<file path="src/thrm_pkg.sv">
// shared constants, types and table functions for the thermistor converter
package thrm_pkg;

    // field widths
    localparam int ADC_W  = 10;
    localparam int RES_W  = 26;
    localparam int TEMP_W = 16;
    localparam int CFG_AW = 4;

    // divider datapath widths
    localparam int NUM_W = 29;
    localparam int DEN_W = 13;
    localparam int TAG_W = 32;
    localparam int SEG_W = 5;

    // resistance table
    localparam int NPTS = 25;
    localparam int LAST = NPTS - 1;
    localparam int BASE_LAST = -40 + 5 * LAST;
    localparam logic [13:0] ROM [NPTS] = '{
        14'd8430, 14'd6230, 14'd4660, 14'd3520, 14'd2690, 14'd2080, 14'd1610,
        14'd1240, 14'd968,  14'd757,  14'd595,  14'd471,  14'd375,  14'd300,
        14'd242,  14'd196,  14'd159,  14'd131,  14'd108,  14'd89,   14'd74,
        14'd62,   14'd52,   14'd44,   14'd37
    };

    // register indexes
    localparam logic [1:0] REG_FULL     = 2'd0;
    localparam logic [1:0] REG_PULLUP   = 2'd1;
    localparam logic [1:0] REG_PULLDOWN = 2'd2;

    // divider input beat
    typedef struct packed {
        logic             vld;
        logic [NUM_W-1:0] num;
        logic [DEN_W-1:0] den;
        logic [TAG_W-1:0] tag;
    } t_div_in;

    // divider output beat
    typedef struct packed {
        logic             vld;
        logic [NUM_W-1:0] quo;
        logic [TAG_W-1:0] tag;
    } t_div_out;

    // width of a table segment, the last one reuses the final segment
    function automatic logic [DEN_W-1:0] seg_den(input logic [SEG_W-1:0] s);
        logic [DEN_W-1:0] d;
        d = DEN_W'(ROM[LAST-1] - ROM[LAST]);
        for (int k = 0; k < LAST; k++) begin
            if (s == SEG_W'(k)) d = DEN_W'(ROM[k] - ROM[k+1]);
        end
        return d;
    endfunction

    // lower end of a table segment
    function automatic logic [13:0] seg_lo(input logic [SEG_W-1:0] s);
        logic [13:0] v;
        v = ROM[LAST];
        for (int k = 0; k < LAST; k++) begin
            if (s == SEG_W'(k)) v = ROM[k+1];
        end
        return v;
    endfunction

endpackage

</file>
<file path="src/thrm_div.sv">
// pipelined restoring divider, one quotient bit per stage, tag carried alongside
module thrm_div (
    input  logic               i_clk,
    input  logic               i_rst_n,
    input  logic               i_en,
    input  thrm_pkg::t_div_in  i_d,
    output thrm_pkg::t_div_out o_q
);

    localparam int NW = thrm_pkg::NUM_W;
    localparam int DW = thrm_pkg::DEN_W;
    localparam int TW = thrm_pkg::TAG_W;

    logic          r_vld [NW];
    logic [NW-1:0] r_acc [NW];
    logic [DW-1:0] r_rem [NW];
    logic [DW-1:0] r_den [NW];
    logic [TW-1:0] r_tag [NW];

    logic          n_vld [NW];
    logic [NW-1:0] n_acc [NW];
    logic [DW-1:0] n_rem [NW];
    logic [DW-1:0] n_den [NW];
    logic [TW-1:0] n_tag [NW];

    // one compare and subtract per stage
    always_comb begin
        logic          v;
        logic [NW-1:0] a;
        logic [DW-1:0] r;
        logic [DW-1:0] d;
        logic [TW-1:0] t;
        logic [DW:0]   trial;
        logic          ge;
        for (int k = 0; k < NW; k++) begin
            if (k == 0) begin
                v = i_d.vld;
                a = i_d.num;
                r = '0;
                d = i_d.den;
                t = i_d.tag;
            end else begin
                v = r_vld[k-1];
                a = r_acc[k-1];
                r = r_rem[k-1];
                d = r_den[k-1];
                t = r_tag[k-1];
            end
            trial    = {r, a[NW-1]};
            ge       = trial >= {1'b0, d};
            n_rem[k] = ge ? DW'(trial - {1'b0, d}) : trial[DW-1:0];
            n_acc[k] = {a[NW-2:0], ge};
            n_vld[k] = v;
            n_den[k] = d;
            n_tag[k] = t;
        end
    end

    // stage valid bits
    always_ff @(posedge i_clk) begin
        if (!i_rst_n) begin
            for (int k = 0; k < NW; k++) r_vld[k] <= 1'b0;
        end else if (i_en) begin
            for (int k = 0; k < NW; k++) r_vld[k] <= n_vld[k];
        end
    end

    // stage payload
    always_ff @(posedge i_clk) begin
        if (i_en) begin
            for (int k = 0; k < NW; k++) begin
                r_acc[k] <= n_acc[k];
                r_rem[k] <= n_rem[k];
                r_den[k] <= n_den[k];
                r_tag[k] <= n_tag[k];
            end
        end
    end

    // last stage: valid, quotient, tag
    assign o_q = {r_vld[NW-1], r_acc[NW-1], r_tag[NW-1]};

endmodule

</file>
<file path="config.mk">
export PLATFORM = sky130hd
export DESIGN_NAME = thrm_div
export DESIGN_NICKNAME = d
export VERILOG_FILES = /design/src/thrm_pkg.sv /design/src/thrm_div.sv
export SDC_FILE = /design/constraint.sdc
export NUM_CORES = 2
export LEC_CHECK = 0
export BUFFER_PORTS_ARGS = -buffer_cell sky130_fd_sc_hd__buf_2
export CAP_MARGIN = 20
export CORE_ASPECT_RATIO = 1.75
export CORE_MARGIN = 5
export CORE_UTILIZATION = 32
export CTS_BUF_LIST = sky130_fd_sc_hd__clkbuf_4
export CTS_CLUSTER_SIZE = 28
export DETAILED_ROUTE_END_ITERATION = 12
export GPL_TIMING_DRIVEN = 0
export PLACE_DENSITY = 0.51
export REMOVE_ABC_BUFFERS = 1
export SLEW_MARGIN = 20
export SYNTH_ARGS = -nofsm -noshare
export SYNTH_HDL_FRONTEND = slang
export SYNTH_SLANG_ARGS = --single-unit
</file>
<file path="constraint.sdc">
create_clock -name i_clk -period 2.5 [get_ports i_clk]
set_input_delay 0.5 -clock i_clk [delete_from_list [all_inputs] [get_ports i_clk]]
set_output_delay 0.5 -clock i_clk [all_outputs]
set_load 0.02 [all_outputs]
</file>
Yosys cells after proc, flatten, opt, wreduce, memory -nomap -nowiden
Memory sizes are Yosys's and may differ from the RTL's.
Index checks and enable logic that the tools add are counted.
{"block": "word_totals", "reg_bits": 0, "mem_bits_rw": 2552, "out_inout_bits": 62, "mem_count": 5}
{"block": "classes", "add_sub_neg": 29, "order_cmp": 29, "mux": 63, "bitwise": 29}
{"name": "r_tag", "depth": 29, "width": 32, "rd": 29, "rd_clocked_by_memory_dff": 0, "wr": 29, "line": "thrm_div.sv:18", "text": "logic [TW-1:0] r_tag [NW];"}
{"name": "r_acc", "depth": 29, "width": 29, "rd": 29, "rd_clocked_by_memory_dff": 0, "wr": 29, "line": "thrm_div.sv:15", "text": "logic [NW-1:0] r_acc [NW];"}
{"name": "r_den", "depth": 29, "width": 13, "rd": 28, "rd_clocked_by_memory_dff": 0, "wr": 29, "line": "thrm_div.sv:17", "text": "logic [DW-1:0] r_den [NW];"}
{"name": "r_rem", "depth": 29, "width": 13, "rd": 28, "rd_clocked_by_memory_dff": 0, "wr": 29, "line": "thrm_div.sv:16", "text": "logic [DW-1:0] r_rem [NW];"}
{"name": "r_vld", "depth": 29, "width": 1, "rd": 29, "rd_clocked_by_memory_dff": 0, "wr": 29, "line": "thrm_div.sv:14", "text": "logic r_vld [NW];"}
{"cell": "14-bit by 13-bit >= comparator with 1-bit output", "count": 28}
{"cell": "13-bit two-way mux", "count": 29}
{"cell": "13-bit subtractor", "count": 28}
{"cell": "1-bit two-way mux", "count": 34}
{"cell": "1-bit OR", "count": 29}
{"cell": "1-bit by 13-bit >= comparator with 1-bit output", "count": 1}
{"cell": "1-bit by 13-bit subtractor with 13-bit output", "count": 1}

Longest topological paths before layout
{"block": "depth", "ltp_word": 4, "ltp_mapped": 10, "ltp_nobuf": 9}

Worst setup path before layout
Ideal clock, no wire load.
{"block": "synth_path", "path_type": "register to register", "startpoint": "memory r_den[1][39] in the netlist's numbering", "endpoint": "memory r_rem[1][57] in the netlist's numbering (data pin)", "arrival_ns": 2.412, "setup_slack_ns": -0.174, "path_stages_with_launch": 10, "n_path_buf": 1, "synth_period_minus_slack_ns": 2.674, "path_cell_list": "edfxtp_1 -> ha_1 -> fa_1 -> nand2b_1 -> a211oi_1 -> a211oi_2 -> o21a_1 -> a21oi_4 -> buf_4 -> mux2_1"}
{"element": "start, declared", "line": "thrm_div.sv:17"}
{"element": "end, declared", "line": "thrm_div.sv:16"}

==> flow_metrics.py <==
metrics = {
    "yosys": {
        "avgSynthCellArea_um2": 17.44,
        "ys_top_cells_by_area": "edfxtp_1 76%, ha_1 4.6%, mux2_2 2.5%",
        "yosys.cell_count.top_type": "edfxtp_1",
        "synth_cell_types": 77,
        "yosysWarnings": 0,
        "synth-seq-cells": 2526,
        "synth_top_family_by_area": "compound AO/OA/AOI/OAI gates",
        "synth-adder-area-share_pct": 5.158,
        "syn_inst": 5692,
        "netlist_area_mm2": 0.09927,
        "seq_area_frac_synth_pct": 76.40,
        "synthSimpleGateAreaFrac_pct": 4.154,
        "synth_xor_area_share_pct": 1.835,
        "synth.largest_area_cell": "edfxtp_1",
        "synth_compound_area_share_pct": 5.996,
        "synthMuxAreaShare_pct": 4.044,
        "netlist_top_cells_count": "2525 x edfxtp_1, 477 x inv_1, 366 x ha_1",
        "yosysTopAreaCellShare_pct": 76.38,
        "synthFlopType": "edfxtp_1",
        "async_flop_share_pct": 0,
        "synth-edff-count": 2525,
    },
    "die": {
        "chipHeight_um": 746.8,
        "fp-row-count": 270,
        "core_mm2": 0.3091,
        "pin_count": 140,
        "die-width_um": 431.0,
        "start_util_pct": 32.11,
        "dieArea_mm2": 0.3219,
    },
    "sta": {
        "setup_slack_ps": -265.4,
        "max_slew_margin_pct": 25.20,
        "setup_viol": 325,
        "period_share_pct": 110.6,
        "fin_hold_ws_ps": 146.6,
        "slew_violations": 0,
        "hold_viol_final": 0,
        "rsz0062_at_grt": "true",
        "tightest_slew_ps": 1112,
        "fin_skew_ps": 102.8,
        "fmax_ghz": 0.3616,
        "setup_tns_ps": -45620,
        "finalCriticalPeriod_ps": 2765,
    },
    "clocking": {
        "numClockSinks": 2526,
        "numCtsBuffers": 628,
        "clock-root-buffer": "clkbuf_4",
        "cts_tree": "done",
        "htreeDepth": 6,
        "clkTransAtPathRegs_ps": 80,
        "clockBufferDepth": 4,
        "clk_latency_ps": 1340,
    },
    "route": {
        "via_per_inst": 4.477,
        "first_iter_violations": 2137,
        "dr.pass1.iters": 5,
        "wl_per_cell_um": 15.98,
        "vias": 50900,
        "drc": 0,
        "finalWirelength_mm": 181.6,
        "ant_nets": 0,
    },
    "placed_design": {
        "dp_hpwl_mm": 107.5,
        "pre_cts_slack_ps": -2823,
        "io_buffers": 139,
        "placed_cell_area_mm2": 0.1050,
        "globalplace.congestion": 0.8684,
        "placed_cells": 9851,
    },
    "global_route": {
        "grt_pass1_vias": 55580,
        "grt_pass1_wl_mm": 283.4,
        "antenna_found_initial": 6,
        "track_usage_pct": 11.00,
        "grt_max_degree": 155,
        "grt-ovfl-total": 0,
    },
    "critical_path": {
        "ff2ff_setup_slack_ps": -270,
        "path_max_fanout": 6,
        "cp-start-kind": "flip-flop",
        "critical_path_class": "flip-flop to flip-flop",
        "critPathCaptureType": "flip-flop",
        "cp_slowest_stage_delay_ps": 430,
        "path_cells": "ha_4, fa_2, nand2b_4, a211oi_4, a211oi_4, o21a_2, a21oi_4, buf_12, buf_12, mux2_4",
        "worstPathRequired_ps": 3510,
        "cp_data_arrival_time_ps": 3780,
        "critical_path.slowest_cell": "edfxtp_1",
    },
    "worst_hold_path": {
        "hold_path.class": "input pin to flip-flop",
    },
    "layout": {
        "register_area_mm2": 0.07584,
        "layout.cells.non_filler": 11370,
        "utilization_pct": 39.00,
        "final_nets": 7331,
        "multi_input_area_mm2": 0.02370,
        "fillCellCount": 28540,
        "finalInstanceArea_mm2": 0.1206,
        "drive_above_1_share_pct": 27.63,
        "area_growth_pct": 21.46,
    },
    "power_and_ir_drop": {
        "power.density_mw_per_mm2": 1141,
        "ir_drop_mv": 0.5366,
        "leakage_nw": 45.79,
        "finalPower_mw": 137.5,
    },
    "run_status": {
        "outcome": "complete, but fails checks",
        "violations": "setup timing",
    },
    "run": {
        "drv_cap": 0,
    },
}
==> layer usage <==
metal / global-route usage (%) / up-vias / share of wire [%]
li1: - / 24430 / -
met1: 9.110 / 24590 / 31
met2: 21.89 / 1195 / 57
met3: 2.612 / 673 / 4.5
met4: 8.242 / 10 / 7.1
met5: 0 / - / 0.038
==> worst paths after layout <==
kind              cells after the start                 endpoint                    start
setup / recovery                     10   r_rem[1][60]$_DFFE_PP_   r_den[1][39]$_DFFE_PP_
hold / removal                        4   r_acc[0][39]$_DFFE_PP_                     i_en
setup reg to reg                     10   r_rem[1][60]$_DFFE_PP_   r_den[1][39]$_DFFE_PP_
hold reg to reg                       0  r_tag[0][208]$_DFFE_PP_  r_tag[0][176]$_DFFE_PP_
==> report_power, final <==
part	switching [mW]	internal, mW
Clock	16.2	17.5
Combinational	22.4	24.5
Sequential	2.49	54.4
Total	41.1	96.4
==> area by class of cell <==
cell class | instances | area share, %
inverters | 477 | 1.485
multi-input cells | 2609 | 19.66
well taps | 4080 | 4.234
clock inverters | 169 | 0.8946
repair buffers | 618 | 5.306
clock buffers | 884 | 5.504
flip-flops and latches | 2526 | 62.91
diodes | 5 | 0.01038
==> kinds of logic after synthesis <==
group / count (synthesis)
XOR/XNOR: 208
AND/OR/NAND/NOR: 834
flip-flops: 2526
AO/OA/AOI/OAI: 819
multiplexers: 354
adder cells (fa/ha/maj): 393
buffers and inverters: 558
==> cells in the final DEF, fill, tap and decap left out, drive strengths merged, types with 39 or more instances in the layout <==
cell type / netlist / final
a211oi: 84 / 84
a21o: 99 / 99
a21oi: 204 / 204
and3: 39 / 39
buf: 65 / 446
clkbuf: 16 / 892
clkinv: 0 / 135
dlygate4sd3: 0 / 158
edfxtp: 2525 / 2525
ha: 366 / 366
inv: 477 / 487
mux2: 295 / 295
mux2i: 59 / 59
nand2: 173 / 173
nand2b: 65 / 65
nand3: 66 / 66
nand4: 56 / 56
nor2: 232 / 232
nor2b: 46 / 46
nor3: 70 / 70
o21a: 63 / 63
o21ai: 131 / 131
xnor2: 169 / 169
xor2: 39 / 39
==> registers in the layout (all words and copies together) (netlist names) <==
signal / cells
r_tag: 928
r_acc: 841
r_den: 364
r_rem: 364
r_vld: 29
==> worst max-delay path: cells and delay by family, from the launching register on <==
kind / cells / cell delay [ps]
AO/OA/AOI/OAI: 4 / 780
adder cells (fa/ha/maj): 2 / 530
buffers and inverters: 2 / 280
flip-flops: 1 / 430
multiplexers: 1 / 300
AND/OR/NAND/NOR: 1 / 160
==> what timing repair did <==
action	in CTS	in global routing
setup buffers	231	63
gates cloned	27	4
hold buffers	162	2
pin swaps	134	106
resized for setup	580	187
setup endpoints to repair	1060	558
hold endpoints to repair	551	11
(Power assumes the default switching activity.)
